## config.mk

```make
export PLATFORM = sky130hd
export DESIGN_NAME = utf8_overlong_packet_filter
export DESIGN_NICKNAME = d
export VERILOG_FILES = /design/src/rtl/uopf_pkg.sv /design/src/rtl/uopf_byte_check.sv /design/src/rtl/utf8_overlong_packet_filter.sv
export SDC_FILE = /design/constraint.sdc
export NUM_CORES = 1
export LEC_CHECK = 0
export ABC_AREA = 0
export BUFFER_PORTS_ARGS = -buffer_cell sky130_fd_sc_hd__buf_2
export CORE_MARGIN = 5
export CORE_UTILIZATION = 50
export CTS_CLUSTER_SIZE = 20
export DETAILED_ROUTE_END_ITERATION = 8
export HOLD_SLACK_MARGIN = 0.03
export PLACE_DENSITY_LB_ADDON = 0.25
export SETUP_SLACK_MARGIN = 0.02
export SYNTH_ARGS = -nofsm -noshare
export SYNTH_HDL_FRONTEND = slang
export SYNTH_SLANG_ARGS = --single-unit
export TNS_END_PERCENT = 10
```

## constraint.sdc

```tcl
create_clock -name clk -period 2.32 [get_ports clk]
set_clock_uncertainty 0.2 [all_clocks]
set_input_delay 0.116 -clock clk [delete_from_list [all_inputs] [get_ports clk]]
set_output_delay 0.116 -clock clk [all_outputs]
set_load 0.02 [all_outputs]
```

## src/rtl/uopf_pkg.sv

```systemverilog
// Package for the UTF-8 overlong packet filter.
// Holds the lead code type, the per-packet state struct and the byte constants.
// No dependencies; used by uopf_byte_check and utf8_overlong_packet_filter.
`default_nettype none

package uopf_pkg;

    // Configuration register indexes.
    localparam int unsigned CFG_INDEX_W = 2;
    localparam logic [CFG_INDEX_W-1:0] CFG_HEADER_BYTES = 2'd0;
    localparam logic [CFG_INDEX_W-1:0] CFG_SAFE_VERDICT = 2'd1;

    // Reset values of the configuration registers.
    localparam logic [7:0] HEADER_BYTES_RESET = 8'd1;
    localparam logic       SAFE_VERDICT_RESET = 1'b0;

    // Verdict codes.
    localparam logic VERDICT_DROP    = 1'b0;
    localparam logic VERDICT_FORWARD = 1'b1;

    // Byte patterns for the overlong tests.
    localparam logic [7:0] LEAD_C0_PAT  = 8'hC0;
    localparam logic [7:0] LEAD_C0_MASK = 8'hFE;
    localparam logic [7:0] LEAD_E0_BYTE = 8'hE0;
    localparam logic [7:0] LEAD_F0_BYTE = 8'hF0;
    localparam logic [7:0] HIGH_F8_MASK = 8'hF8;
    localparam logic [7:0] SECOND_E0_MASK = 8'hE0;
    localparam logic [7:0] SECOND_F0_MASK = 8'hF0;
    localparam logic [7:0] SECOND_TOP     = 8'h80;

    // Lead byte awaiting its second byte.
    typedef enum logic [1:0] {
        LEAD_NONE = 2'd0,
        LEAD_E0   = 2'd1,
        LEAD_F0   = 2'd2
    } lead_t;

    // Per-packet scanning state.
    typedef struct packed {
        logic [7:0] header_count;
        lead_t      pending_lead;
        logic       decided;
        logic       decided_verdict;
    } pkt_state_t;

    localparam pkt_state_t PKT_STATE_CLEAR = '{
        header_count:    8'd0,
        pending_lead:    LEAD_NONE,
        decided:         1'b0,
        decided_verdict: VERDICT_DROP
    };

endpackage

`default_nettype wire

```

## src/rtl/uopf_byte_check.sv

```systemverilog
// Combinational per-byte check of the UTF-8 overlong packet filter.
// Takes the current packet state and one byte, gives the next state and verdict.
// Depends on uopf_pkg.
`default_nettype none

module uopf_byte_check
(
    input  wire uopf_pkg::pkt_state_t state_cur,
    input  wire logic [7:0]           byte_value,
    input  wire logic                 last_byte,
    input  wire logic [7:0]           header_bytes,
    input  wire logic                 safe_verdict,
    output uopf_pkg::pkt_state_t      state_next,
    output logic                      verdict
);

    uopf_pkg::pkt_state_t scan;
    logic [7:0] second_mask;
    logic       lead_pending;
    logic       do_parse;
    logic       parse_last;

    // Scan the byte against the header count, a pending lead, or as an ordinary byte.
    always_comb
    begin
        scan         = state_cur;
        second_mask  = uopf_pkg::SECOND_E0_MASK;
        lead_pending = 1'b0;
        do_parse     = 1'b0;
        parse_last   = last_byte;

        case (state_cur.pending_lead)
            uopf_pkg::LEAD_E0:
            begin
                lead_pending = 1'b1;
                second_mask  = uopf_pkg::SECOND_E0_MASK;
            end
            uopf_pkg::LEAD_F0:
            begin
                lead_pending = 1'b1;
                second_mask  = uopf_pkg::SECOND_F0_MASK;
            end
            default:
            begin
                lead_pending = 1'b0;
            end
        endcase

        if (!state_cur.decided)
        begin
            if (state_cur.header_count < header_bytes)
            begin
                scan.header_count = state_cur.header_count + 8'd1;
                if (last_byte)
                begin
                    scan.decided         = 1'b1;
                    scan.decided_verdict = safe_verdict;
                end
            end
            else if (lead_pending)
            begin
                scan.pending_lead = uopf_pkg::LEAD_NONE;
                if ((byte_value & second_mask) == uopf_pkg::SECOND_TOP)
                begin
                    scan.decided         = 1'b1;
                    scan.decided_verdict = uopf_pkg::VERDICT_DROP;
                end
                else if (last_byte)
                begin
                    scan.decided         = 1'b1;
                    scan.decided_verdict = uopf_pkg::VERDICT_FORWARD;
                end
                else
                begin
                    do_parse   = 1'b1;
                    parse_last = 1'b0;
                end
            end
            else
            begin
                scan.pending_lead = uopf_pkg::LEAD_NONE;
                do_parse          = 1'b1;
            end
        end

        // Ordinary parse of a checked byte.
        if (do_parse)
        begin
            if ((byte_value & uopf_pkg::LEAD_C0_MASK) == uopf_pkg::LEAD_C0_PAT)
            begin
                scan.decided         = 1'b1;
                scan.decided_verdict = uopf_pkg::VERDICT_DROP;
            end
            else if ((byte_value == uopf_pkg::LEAD_E0_BYTE)
                     || (byte_value == uopf_pkg::LEAD_F0_BYTE))
            begin
                if (parse_last)
                begin
                    scan.decided         = 1'b1;
                    scan.decided_verdict = safe_verdict;
                end
                else if (byte_value == uopf_pkg::LEAD_E0_BYTE)
                begin
                    scan.pending_lead = uopf_pkg::LEAD_E0;
                end
                else
                begin
                    scan.pending_lead = uopf_pkg::LEAD_F0;
                end
            end
            else if ((byte_value & uopf_pkg::HIGH_F8_MASK) == uopf_pkg::HIGH_F8_MASK)
            begin
                if (parse_last)
                begin
                    scan.decided         = 1'b1;
                    scan.decided_verdict = safe_verdict;
                end
            end
            else if (parse_last)
            begin
                scan.decided         = 1'b1;
                scan.decided_verdict = uopf_pkg::VERDICT_FORWARD;
            end
        end
    end

    // Report the verdict and clear the packet state after the last byte.
    always_comb
    begin
        verdict    = scan.decided ? scan.decided_verdict : safe_verdict;
        state_next = last_byte ? uopf_pkg::PKT_STATE_CLEAR : scan;
    end

endmodule

`default_nettype wire

```

## src/rtl/utf8_overlong_packet_filter.sv

```systemverilog
// Top level of the UTF-8 overlong packet filter.
// Holds the configuration registers, the packet state and a two-entry result buffer.
// Depends on uopf_pkg and uopf_byte_check.
//
//   Channel  Direction  Handshake            Payload
//   in       input      in_valid/in_stall    byte_value, last_byte
//   out      output     out_valid/out_stall  verdict
//   cfg      input      cfg_wr_en            cfg_index, cfg_data
//
// One byte is taken per cycle while in_stall is low; its check is a single pass of logic
// into the state registers. A verdict is registered when the packet's last byte is taken.
// The output register plus one skid entry keep bytes flowing while a verdict waits;
// in_stall rises only when both entries are full.
// rst_n clears configuration to its reset values, the packet state and both buffer entries.
`default_nettype none

module utf8_overlong_packet_filter
(
    input  wire logic                             clk,
    input  wire logic                             rst_n,
    input  wire logic                             in_valid,
    output logic                                  in_stall,
    input  wire logic [7:0]                       byte_value,
    input  wire logic                             last_byte,
    output logic                                  out_valid,
    input  wire logic                             out_stall,
    output logic                                  verdict,
    input  wire logic                             cfg_wr_en,
    input  wire logic [uopf_pkg::CFG_INDEX_W-1:0] cfg_index,
    input  wire logic [7:0]                       cfg_data
);

    logic [7:0]           header_bytes_reg;
    logic                 safe_verdict_reg;
    uopf_pkg::pkt_state_t pkt_reg;
    uopf_pkg::pkt_state_t pkt_next;
    logic                 res_verdict;
    logic                 out_valid_reg;
    logic                 out_valid_next;
    logic                 out_verdict_reg;
    logic                 out_verdict_next;
    logic                 skid_valid_reg;
    logic                 skid_valid_next;
    logic                 skid_verdict_reg;
    logic                 skid_verdict_next;
    logic                 in_accept;
    logic                 res_valid;
    logic                 out_take;

    // Configuration registers; writes beyond the list are ignored.
    always_ff @(posedge clk or negedge rst_n)
    begin
        if (!rst_n)
        begin
            header_bytes_reg <= uopf_pkg::HEADER_BYTES_RESET;
            safe_verdict_reg <= uopf_pkg::SAFE_VERDICT_RESET;
        end
        else if (cfg_wr_en)
        begin
            case (cfg_index)
                uopf_pkg::CFG_HEADER_BYTES: header_bytes_reg <= cfg_data;
                uopf_pkg::CFG_SAFE_VERDICT: safe_verdict_reg <= cfg_data[0];
                default:                    ;
            endcase
        end
    end

    // Handshake decode.
    assign in_stall  = skid_valid_reg;
    assign in_accept = in_valid && !skid_valid_reg;
    assign res_valid = in_accept && last_byte;
    assign out_take  = out_valid_reg && !out_stall;

    // Per-byte check.
    uopf_byte_check u_byte_check
    (
        .state_cur    (pkt_reg),
        .byte_value   (byte_value),
        .last_byte    (last_byte),
        .header_bytes (header_bytes_reg),
        .safe_verdict (safe_verdict_reg),
        .state_next   (pkt_next),
        .verdict      (res_verdict)
    );

    // Packet state advances on every accepted transaction.
    always_ff @(posedge clk or negedge rst_n)
    begin
        if (!rst_n)
        begin
            pkt_reg <= uopf_pkg::PKT_STATE_CLEAR;
        end
        else if (in_accept)
        begin
            pkt_reg <= pkt_next;
        end
    end

    // Output register with one skid entry behind it.
    always_comb
    begin
        out_valid_next    = out_valid_reg;
        out_verdict_next  = out_verdict_reg;
        skid_valid_next   = skid_valid_reg;
        skid_verdict_next = skid_verdict_reg;
        if (!out_valid_reg || out_take)
        begin
            if (skid_valid_reg)
            begin
                out_valid_next   = 1'b1;
                out_verdict_next = skid_verdict_reg;
                skid_valid_next  = 1'b0;
            end
            else
            begin
                out_valid_next   = res_valid;
                out_verdict_next = res_verdict;
            end
        end
        else if (res_valid)
        begin
            skid_valid_next   = 1'b1;
            skid_verdict_next = res_verdict;
        end
    end

    always_ff @(posedge clk or negedge rst_n)
    begin
        if (!rst_n)
        begin
            out_valid_reg  <= 1'b0;
            skid_valid_reg <= 1'b0;
        end
        else
        begin
            out_valid_reg  <= out_valid_next;
            skid_valid_reg <= skid_valid_next;
        end
    end

    always_ff @(posedge clk)
    begin
        out_verdict_reg  <= out_verdict_next;
        skid_verdict_reg <= skid_verdict_next;
    end

    assign out_valid = out_valid_reg;
    assign verdict   = out_verdict_reg;

    // The skid entry is only ever filled behind a held output.
    a_skid_behind_out: assert property (@(posedge clk) disable iff (!rst_n)
        skid_valid_reg |-> out_valid_reg)
        else $error("skid entry valid while output register empty");

    // A packet's last byte leaves the packet state cleared.
    a_clear_after_last: assert property (@(posedge clk) disable iff (!rst_n)
        (in_accept && last_byte) |=> (pkt_reg == uopf_pkg::PKT_STATE_CLEAR))
        else $error("packet state not cleared after last byte");

    // Once decided, no lead remains pending.
    a_decided_no_lead: assert property (@(posedge clk) disable iff (!rst_n)
        pkt_reg.decided |-> (pkt_reg.pending_lead == uopf_pkg::LEAD_NONE))
        else $error("lead pending on a decided packet");

endmodule

`default_nettype wire
```

# After elaboration in Yosys (flattened, before gate mapping)
# Cells that the tools add are included.
op_classes:
  addsub: 1
  n_mux: 36
  reduce_logical: 16
  n_lt_le_gt_ge: 1
  eq_ne: 9
  n_bitwise: 2
ops:
  columns: ["operator", "n"]
  rows:
  - ["$mux W2", 15]
  - ["$eq A8 B8 Y1 const B", 3]
  - ["$mux W12", 2]
  - ["$mux W1", 16]
  - ["$add A8 B1 Y8 const B", 1]
  - ["$and A8 B8 Y8", 1]
  - ["$lt A8 B8 Y1", 1]
  - ["$mux W8", 1]
  - ["$eq A7 B7 Y1 const B", 1]
  - ["$reduce_and A2 Y1", 3]
  - ["$eq A5 B5 Y1 const B", 1]
  - ["$mux W5", 1]
  - ["$eq A2 B1 Y1 const B", 2]
  - ["$mux W4", 1]
  - ["$reduce_bool A2 Y1", 2]
  - ["$logic_and A1 B1 Y1", 3]
  - ["$logic_not A1 Y1", 3]
  - ["$reduce_and A3 Y1", 1]
  - ["$eq A2 B2 Y1 const B", 1]
  - ["$logic_not A2 Y1", 1]
  - ["$logic_or A1 B1 Y1", 2]
  - ["$ne A2 B2 Y1 const B", 1]
  - ["$reduce_or A2 Y1", 1]
  - ["$not A1 Y1", 1]
word_totals:
  reg_bits: 25
  inputBits: 24
  out_inout_bits: 3

# Depth between registers and ports, before layout
# Gate-level depths: netlist of run 1.
logic_depth:
  depth_word: 15
  mapped_depth: 8
  mapped_depth_nobuf: 8

# By module
# From an unflattened synthesis of run 1, not the netlist that was laid out.
hier_totals:
  hier_cells: 151
  area_unflattened_um2: 1585.3
modules_own_cells:
  columns: ["module", "area_each_um2", "seq_area_each_um2", "n_inst", "cells_each"]
  rows:
  - ["utf8_overlong_packet_filter", 952.2, 636.9, 1, 57]
  - ["uopf_byte_check", 633.1, 0.0, 1, 94]

# Worst setup path after synthesis of run 1
# Ideal clock, no wire load.
synth_path:
  kind: "register to register"
  start: "reg pkt_reg[10] in the netlist's numbering"
  end: "reg out_verdict_reg (netlist: verdict) (data pin)"
  path_stages_with_launch: 8
  arrival_time_ps: 1917
  setup_slack_ps: 51
  period_less_slack_ps: 2269
  required_ps: 1968
  cell_sequence: "dfrtp_1 ha_1 a21o_1 a211oi_2 o21ai_2 o211a_1 a2111o_1 a31oi_1"
synth_between:
  elab_chain_cells: 10
synth_rtl:
  columns: ["element", "line", "rtl"]
  rows:
  - ["from (decl)", "utf8_overlong_packet_filter.sv:35", "uopf_pkg::pkt_state_t pkt_reg;"]
  - ["from (signal assigned)", "utf8_overlong_packet_filter.sv:91", "pkt_reg <= uopf_pkg::PKT_STATE_CLEAR;"]
  - ["from (signal assigned)", "utf8_overlong_packet_filter.sv:95", "pkt_reg <= pkt_next;"]
  - ["$lt A8 B8 Y1 (*)", "uopf_byte_check.sv:51", "if (state_cur.header_count < header_bytes)"]
  - ["$mux W2 / $mux W1 (equally long branches)", "uopf_byte_check.sv:51", null]
  - ["$mux W12 / $mux W1 (equally long branches)", "uopf_byte_check.sv:49", "if (!state_cur.decided)"]
  - ["$mux W2 (on tied branches)", "uopf_byte_check.sv:119, uopf_byte_check.sv:97, uopf_byte_check.sv:113", null]
  - ["$mux W2", "uopf_byte_check.sv:111", "else if ((byte_value & uopf_pkg::HIGH_F8_MASK) == uopf_pkg::HIGH_F8_MASK)"]
  - ["$mux W2", "uopf_byte_check.sv:94", "else if ((byte_value == uopf_pkg::LEAD_E0_BYTE)"]
  - ["$mux W2", "uopf_byte_check.sv:89", "if ((byte_value & uopf_pkg::LEAD_C0_MASK) == uopf_pkg::LEAD_C0_PAT)"]
  - ["$mux W4 (*)", "uopf_byte_check.sv:87", "if (do_parse)"]
  - ["$mux W1 (*)", "uopf_byte_check.sv:130", "verdict = scan.decided ? scan.decided_verdict : safe_verdict;"]
  - ["$mux W1 (*)", "utf8_overlong_packet_filter.sv:108", "if (skid_valid_reg)"]
  - ["to (signal assigned)", "utf8_overlong_packet_filter.sv:143", "out_verdict_reg <= out_verdict_next;"]
  - ["to (decl)", "utf8_overlong_packet_filter.sv:40", "logic out_verdict_reg;"]
# Every way passes the cells marked *; elsewhere a longest branch is shown, timed or not. The select of a mux whose other input is x is not followed.
# A chain may end at the register's enable or synchronous reset.

# Worst setup path in the final report of run 1
layout_path:
  start: "reg header_bytes_reg[6]"
  end: "reg out_verdict_reg (netlist: verdict) (data pin)"
layout_between:
  elab_chain_cells: 10
layout_rtl:
  columns: ["element", "line", "rtl"]
  rows:
  - ["from (decl)", "utf8_overlong_packet_filter.sv:33", "logic [7:0] header_bytes_reg;"]
  - ["from (signal assigned)", "utf8_overlong_packet_filter.sv:55", "header_bytes_reg <= uopf_pkg::HEADER_BYTES_RESET;"]
  - ["from (signal assigned)", "utf8_overlong_packet_filter.sv:61", "uopf_pkg::CFG_HEADER_BYTES: header_bytes_reg <= cfg_data;"]
  - ["$lt A8 B8 Y1 (*)", "uopf_byte_check.sv:51", null]
  - ["$mux W2 / $mux W1 (equally long branches)", "uopf_byte_check.sv:51", null]
  - ["$mux W12 / $mux W1 (equally long branches)", "uopf_byte_check.sv:49", null]
  - ["$mux W2 (on tied branches)", "uopf_byte_check.sv:119, uopf_byte_check.sv:97, uopf_byte_check.sv:113", null]
  - ["$mux W2", "uopf_byte_check.sv:111", null]
  - ["$mux W2", "uopf_byte_check.sv:94", null]
  - ["$mux W2", "uopf_byte_check.sv:89", null]
  - ["$mux W4 (*)", "uopf_byte_check.sv:87", null]
  - ["$mux W1 (*)", "uopf_byte_check.sv:130", null]
  - ["$mux W1 (*)", "utf8_overlong_packet_filter.sv:108", null]
# Marks and branches as above.

==> flow_summary.ini, run 1 <==
[sta]
period_share_pct = 99.4
worstMarginPinSlew_ns = 0.540
fin_ws_ns = 0.0139
slew_headroom_pct = 64.0
grt_setup_unrepaired = true
finalMaxSlewViolations = 0
fmax_ghz = 0.434
hold_viol = 0
setup-violations-final = 0
fin_crit_ns = 2.31
tns_ns = 0

[detailed_routing]
via_count = 1551
vias_per_cell = 5.64
wl_per_cell_um = 14.9
first_pass_iters = 4
ant_nets = 0
drtIter0Drc = 76
routed_wl_mm = 4.10
post-route-drc-count = 0

[layout]
antenna_cells = 0
syn2layout_area_growth_pct = 40.9
n_fill_cell = 230
drive_above_1_share_pct = 29.4
final_util_pct = 72.7
design_area_um2 = 2200
largest_reg_flops = 12
fin_nets = 265

[floorplanning]
die_w_um = 65.9
die_area_um2 = 4340
coreArea_um2 = 3030
rows = 20
die_h_um = 65.9
ios = 27
start_util_pct = 51.6

[grt]
overflow = 0
grt_pass1_wl_mm = 6.61
grt_pass1_vias = 1546
antenna_found_initial = 0
grt_start_max_net_pins = 24
grt.total_usage_pct = 19.6

[worst_setup_path]
cp_max_fo = 6
cp-start-kind = register
critPathCaptureType = register
worstPathArrival_ns = 2.31
r2r_slack_ns = 0.01
path_class = reg2reg
reg2reg_depth = 8
worst-endpoint-required_ns = 2.32

[yosys]
yosysTopAreaCellShare_pct = 35.2
synth_cell_type_count = 48
synth_edf_count = 2
ys_async_sr_fraction_pct = 92.0
synth_top_area_cell = dfrtp_1
netlist_area_um2 = 1560
yosysSeqAreaShare_pct = 40.8
synth.net_count = 201
synth_seq_cells = 25
syn_area_per_cell_um2 = 9.30
synthCells = 168
synthFlopType = dfrtp_1
ys_warn_count = 0
synth_area_leaders = dfrtp_1 35%, ha_1 7.2%, nand2_1 6.0%

[place]
numPortBuffers = 26
gp_congestion = 0.920
preCtsSetupSlack_ns = -0.0292
place_hpwl_mm = 2.69
place_area_um2 = 1820

[min_path]
worst_hold_path_type = in2reg
hold_depth = 5

[pwr]
power_w = 0.00122
power_density_nw_per_um2 = 553
ir_drop_mv = 0.431
p_leak_nw = 1.01

[clock_tree]
cts_sinks = 25
cts_buffer_depth = 2
insertion_delay_ns = 0.34
numCtsBuffers = 3
cts_root_buffer = clkbuf_4
htree_levels = 1
clk_pin_slew_worst_paths_ns = 0.15
cts_tree = yes

[flow_run]
drv_cap = 0

[run_status]
status = finished, final reports clean
placed cells by master (no fill, tap or decap), types with 4 or more instances in the layout:
cell type	count
buf_2	26
nand2_1	24
dlygate4sd3_1	23
dfrtp_1	22
buf_4	13
inv_1	12
o21ai_0	12
a31oi_1	7
nor2_1	6
ha_1	6
nand3_1	4
nand2b_1	4
a21oi_1	4
report_power, final:
part	leakage [nW]	total (W)	internal, W	switching (W)
combinational	0.673	0.000476	0.000247	0.000229
clock	0.0139	0.000213	0.0000663	0.000146
sequential	0.318	0.000529	0.000495	0.0000339
path summary, 6_finish.rpt:
path / startpoint / endpoint
worst max-delay path: header_bytes_reg[6] / verdict
worst min-delay path: cfg_index[0] / header_bytes_reg[7]
worst max register to register: header_bytes_reg[6] / verdict
worst min register to register: pkt_reg[2] / pkt_reg[2]
max in group asynchronous: rst_n / header_bytes_reg[0]
min in group asynchronous: rst_n / header_bytes_reg[7]
stage by stage:
step | hold slack (ns) | cells
2_1_floorplan | -0.380 | 168
3_3_place_gp | -0.0802 | 246
3_5_place_dp | -0.0747 | 246
4_1_cts | 0.0319 | 273
5_1_grt | 0.0407 | 275
6_report | 0.0372 | 275
metal layers:
metal  track usage, %  routed length, um  vias to the layer above
met1             22.2               1660                      736
met3             2.72                178                       15
met4             8.29                127                        0
li1                 -                  -                      742
met5                0                  0                        -
met2             36.2               2140                       58
critical path: stages (launching register included):
cell and delay [ns]:
dfrtp_1 0.40, inv_2 0.08, ha_4 0.20, a21o_1 0.16, a211oi_2 0.28, o21ai_4 0.13
and2_4 0.17, a2111o_1 0.38, a31oi_1 0.17
final cells by class:
class / count / area, um^2 / area share (%)
inverters: 14 / 52.6 / 2.39
flip-flops and latches: 25 / 637 / 28.9
multi-input cells: 125 / 958 / 43.5
repair buffers: 63 / 469 / 21.3
well taps: 44 / 55.1 / 2.50
clock inverters: 1 / 7.51 / 0.341
clock buffers: 3 / 22.5 / 1.02
cells in the mapped netlist (all sizes together) (3+ instances only):
library cell  number
a2111oi            4
a211oi             3
a21oi              6
a31oi              8
and2               4
and3               3
clkbuf             4
dfrtp             22
ha                 9
inv               14
mux2               3
mux2i              3
nand2             25
nand2b             5
nand3              4
nor2               6
nor3               3
o21a               3
o21ai             15
logic make-up after synthesis:
kind of cell / count (synthesis) / share of synthesized area [%]
simple gates: 59 / 19.5
fa+ha+maj: 9 / 7.21
flops: 25 / 40.8
xor+xnor: 1 / 0.561
mux: 6 / 4.08
compound gates: 50 / 23.6
buf+inv: 18 / 4.32
what timing repair did:
action | in CTS | in global routing
endpoints found under the hold margin | 40 | 0
pin swaps | 3 | 9
buffers inserted | 0 | 2
hold buffers | 23 | 0
endpoints found under the setup margin | 3 | 8
resized for setup | 2 | 18
Note: power is estimated with default switching activity, not from simulation.
==> run 2, diff against run 1 <==
--- a/config.mk
+++ b/config.mk
@@ -13,6 +13,7 @@
 export DETAILED_ROUTE_END_ITERATION = 8
 export HOLD_SLACK_MARGIN = 0.03
 export PLACE_DENSITY_LB_ADDON = 0.25
+export REMOVE_ABC_BUFFERS = 1
 export SETUP_SLACK_MARGIN = 0.02
 export SYNTH_ARGS = -nofsm -noshare
 export SYNTH_HDL_FRONTEND = slang
==> flow_summary.ini, run 2 (synthesized netlist as in run 1, its figures left out) <==
[worst_setup_path]
timing.rr.end = verdict
critPathLaunch = header_bytes_reg[6]
r2r_slack_ns = -0.03
path_depth = 8
cp-start-kind = register
worstPathArrival_ns = 2.35
critPathCaptureType = register
reg2reg_depth = 8
critical-path-top-delay-family = compound AO/OA/AOI/OAI gates
crit_chain = inv_2, ha_4, a21o_1, a211oi_2, o21ai_4, and2_4, a2111o_1, a31oi_1
cp_max_fo = 8
worstSetupEndpoint = verdict
slowest_delay_ns = 0.41
worst-endpoint-required_ns = 2.31
cp_num_buf_inv = 1
crit_path_top_delay_cell = dfrtp_1
r2r_start = header_bytes_reg[6]
path_class = reg2reg

[pwr]
ir_drop_mv = 0.268
power_density_nw_per_um2 = 546
p_leak_nw = 0.979

[grt]
grt_pass1_vias = 1554
grt.total_usage_pct = 20.1
antenna_found_initial = 0
grt_pass1_wl_mm = 6.79
overflow = 0
grt_start_max_net_pins = 24

[layout]
mostFrequentLayoutCell = buf_2
fin_nets = 259
drive_above_1_share_pct = 26.7
n_fill_cell = 236
seq_area_um2 = 637
final_cells = 269
layout_common_cells = 26 x buf_2, 25 x nand2_1, 22 x dfrtp_1, 20 x dlygate4sd3_1, 13 x inv_1
final_util_pct = 69.8
multiInputGateArea_um2 = 930
antenna_cells = 0
syn2layout_area_growth_pct = 35.2
largest_reg_flops = 12

[detailed_routing]
post-route-drc-count = 0
routed_wl_mm = 4.01
ant_nets = 0
vias_per_cell = 5.61
first_pass_iters = 4
drtIter0Drc = 89
wl_per_cell_um = 14.9
via_count = 1509

[sta]
fin_ws_ns = -0.0322
grt_setup_unrepaired = true
fin_crit_ns = 2.35
hold_viol = 0
fmax_ghz = 0.425
worstMarginPinSlew_ns = 0.523
setup-violations-final = 2
finalMaxSlewViolations = 0
slew_headroom_pct = 65.1
period_share_pct = 101

[min_path]
worst_hold_path_type = in2reg

[clock_tree]
cts_buffer_depth = 2
cts_sinks = 25
cts_root_buffer = clkbuf_4
cts_tree = yes
insertion_delay_ns = 0.33
htree_levels = 1
clk_pin_slew_worst_paths_ns = 0.13
numCtsBuffers = 3

[run_status]
violations = setup timing
status = finished with violations

[place]
dp_cells = 244
numPortBuffers = 26
place_hpwl_mm = 2.77
gp_congestion = 0.883

[floorplanning]
coreArea_um2 = 3030
ios = 27
start_util_pct = 51.6
die_w_um = 65.9
die_h_um = 65.9
rows = 20
die_area_um2 = 4340

[flow_run]
drv_cap = 0
==> run 2: power by group <==
part	internal [W]	leakage (nW)	total (W)	switching [W]
Combinational	0.000209	0.646	0.000427	0.000219
Clock	0.0000676	0.0150	0.000202	0.000135
Sequential	0.000495	0.318	0.000523	0.0000285
Total	0.000771	0.979	0.00115	0.000382
==> run 2: timing repair <==
action	in CTS	in global routing
setup buffers	1	0
pin swaps	3	7
hold buffers	20	0
endpoints found under the hold margin	40	0
setup endpoints to repair	7	12
gates resized for setup	4	11
==> run 2: routing by layer <==
layer  global-route usage (%)  up-vias  part of all wire [%]
met5                        0        -                     0
met4                     10.4        0                   2.1
met3                     3.40       10                   5.2
met2                     35.3       47                    51
met1                     23.1      719                    42
li1                         -      733                     -
==> run 2: worst reg2reg max path, delay by kind of cell, from the launching register on <==
family / cells / cell delay [ns]
simple gates: 1 / 0.18
buf+inv: 1 / 0.08
compound gates: 5 / 1.14
fa+ha+maj: 1 / 0.20
flops: 1 / 0.41
==> run 2: final cells by class <==
class	count	area share [%]
tap	44	2.61
inverter	14	2.49
multi-input combinational	125	44.0
clock buffer	4	1.24
sequential	25	30.1
timing repair buffer	57	19.5
==> run 2: how the worst min path moves through the flow <==
stage	startpoint	endpoint	cells after the start	slack, ns
after CTS	cfg_index[1]	header_bytes_reg[5]	5	0.04
final	cfg_index[1]	header_bytes_reg[5]	5	0.05
after global placement	rst_n	header_bytes_reg[7]	1	-0.08
after global routing	cfg_index[1]	header_bytes_reg[2]	5	0.07
after detailed placement	rst_n	header_bytes_reg[5]	1	-0.07
after floorplan	rst_n	header_bytes_reg[1]	0	-0.38
==> run 2: metrics by stage <==
step	setup WS, ns	hold WS, ns	area [um^2]	total power (W)	setup TNS [ns]
floorplan	0.0512	-0.380	1550	0.000751	0
global placement	0.0354	-0.0783	1810	0.000864	0
detailed placement	-0.0292	-0.0712	1810	0.000882	-0.0324
CTS	0.0274	0.0414	2070	0.00113	0
global route	-0.104	0.0676	2110	0.00122	-0.514
finish	-0.0322	0.0468	2110	0.00115	-0.0460
==> run 3, diff against run 2 <==
--- a/config.mk
+++ b/config.mk
@@ -12,9 +12,10 @@
 export CTS_CLUSTER_SIZE = 20
 export DETAILED_ROUTE_END_ITERATION = 8
 export HOLD_SLACK_MARGIN = 0.03
-export PLACE_DENSITY_LB_ADDON = 0.25
+export PLACE_DENSITY_LB_ADDON = 0.12
 export REMOVE_ABC_BUFFERS = 1
 export SETUP_SLACK_MARGIN = 0.02
+export SKIP_CTS_REPAIR_TIMING = 1
 export SYNTH_ARGS = -nofsm -noshare
 export SYNTH_HDL_FRONTEND = slang
 export SYNTH_SLANG_ARGS = --single-unit
==> flow_summary.ini, run 3 (synthesized netlist as in run 1, its figures left out) <==
[run_status]
status = finished, final reports clean

[place]
numPortBuffers = 26
place_hpwl_mm = 2.81
gp_congestion = 0.940

[layout]
n_fill_cell = 241
antenna_cells = 0
mostFrequentLayoutCell = buf_2
layout_common_cells = 26 x buf_2, 24 x nand2_1, 22 x dfrtp_1, 16 x dlygate4sd3_1
syn2layout_area_growth_pct = 35.6
fin_nets = 257
largest_reg_flops = 12
drive_above_1_share_pct = 30.5

[grt]
grt.total_usage_pct = 18.1
grt_pass1_vias = 1423
antenna_found_initial = 0
grt_pass1_wl_mm = 6.13
overflow = 0
grt_start_max_net_pins = 24

[clock_tree]
htree_levels = 1
numCtsBuffers = 3
cts_tree = yes
cts_sinks = 25
cts_buffer_depth = 2
cts_root_buffer = clkbuf_4
insertion_delay_ns = 0.32
clk_pin_slew_worst_paths_ns = 0.15

[detailed_routing]
wl_per_cell_um = 15.0
via_count = 1511
routed_wl_mm = 3.99
drtIter0Drc = 102
post-route-drc-count = 0
vias_per_cell = 5.66
ant_nets = 0
first_pass_iters = 5

[sta]
setup-violations-final = 0
worstMarginPinSlew_ns = 0.545
hold_viol = 0
slew_headroom_pct = 63.7
tns_ns = 0
grt_setup_unrepaired = true
finalMaxSlewViolations = 0
fin_crit_ns = 2.30
period_share_pct = 99.3
fmax_ghz = 0.434

[worst_setup_path]
crit_path_frequent_cell = a31oi_1
cp_max_fo = 5
path_class = reg2reg
crit_path_top_delay_cell = dfrtp_1
worstPathArrival_ns = 2.29
worst-endpoint-required_ns = 2.31
cp_num_buf_inv = 1
critPathCaptureType = register
crit_chain = ha_4, a2111oi_4, o21ai_2, buf_4, a31oi_1, a31oi_4, a31oi_1
slowest_delay_ns = 0.44
cp-start-kind = register
critical-path-top-delay-family = compound AO/OA/AOI/OAI gates

[floorplanning]
ios = 27
rows = 20
die_h_um = 65.9
start_util_pct = 51.6
die_area_um2 = 4340
die_w_um = 65.9
coreArea_um2 = 3030

[pwr]
ir_drop_mv = 0.361
power_w = 0.00117
power_density_nw_per_um2 = 554
p_leak_nw = 0.978

[flow_run]
drv_cap = 0

[min_path]
worst_hold_path_type = in2reg
-- run 3: changes by cell type in the layout (fill, tap and decap cells not counted), moves of 2 or more --
| cell | before | now |
|---|---|---|
| dlygate4sd3_1 | 20 | 16 |
| ha_1 | 8 | 6 |
| ha_4 | 1 | 3 |
| o21ai_0 | 10 | 12 |
| o21ai_1 | 3 | 1 |
-- run 3: report_power, final --
| group | leakage [nW] | switching, W | internal [W] |
|---|---|---|---|
| Sequential | 0.318 | 0.0000348 | 0.000495 |
| Clock | 0.0177 | 0.000138 | 0.0000647 |
| Combinational | 0.642 | 0.000219 | 0.000223 |
-- run 3: metal layers --
layer	wire length [um]	share of wire (%)	global-route usage (%)
met1	1620	40	22.0
met2	2030	51	32.5
met3	256	6.4	2.89
met4	91	2.3	5.44
met5	0	0	0
-- run 3: worst reg2reg max path: stages, from the launching register on --
cell	delay [ns]
dfrtp_1	0.44
ha_4	0.26
a2111oi_4	0.37
o21ai_2	0.16
buf_4	0.17
a31oi_1	0.33
a31oi_4	0.06
a31oi_1	0.17
-- run 3: final cells by class --
cell class / count / area (um^2) / share of cell area, %
clock inverter: 1 / 5.00 / 0.236
multi-input combinational: 125 / 956 / 45.1
tap: 44 / 55.1 / 2.60
timing repair buffer: 55 / 392 / 18.5
sequential: 25 / 637 / 30.0
inverter: 14 / 52.6 / 2.48
clock buffer: 3 / 22.5 / 1.06
-- run 3: stage by stage --
stage                     setup WS, ns  utilization, %  std cells  hold slack (ns)  cell area (um^2)
after floorplan                 0.0512               -        164           -0.380              1550
after global placement         -0.0424            60.0        245          -0.0791              1820
after global routing           -0.0705            70.0        267           0.0514              2120
final                           0.0163            70.0        267           0.0323              2120
after detailed placement      0.000671            60.0        245          -0.0703              1820
after CTS                      -0.0494            60.9        249           -0.437              1840
-- run 3: worst paths after layout --
kind,from,to,slack [ns],cells past startpoint
setup / recovery,pkt_reg[5],verdict,0.02,7
hold / removal,byte_value[0],pkt_reg[3],0.03,5
setup reg to reg,pkt_reg[5],verdict,0.02,7
hold reg to reg,pkt_reg[3],pkt_reg[3],0.35,2
max in group asynchronous,rst_n,header_bytes_reg[0],1.46,2
min in group asynchronous,rst_n,pkt_reg[0],0.09,2
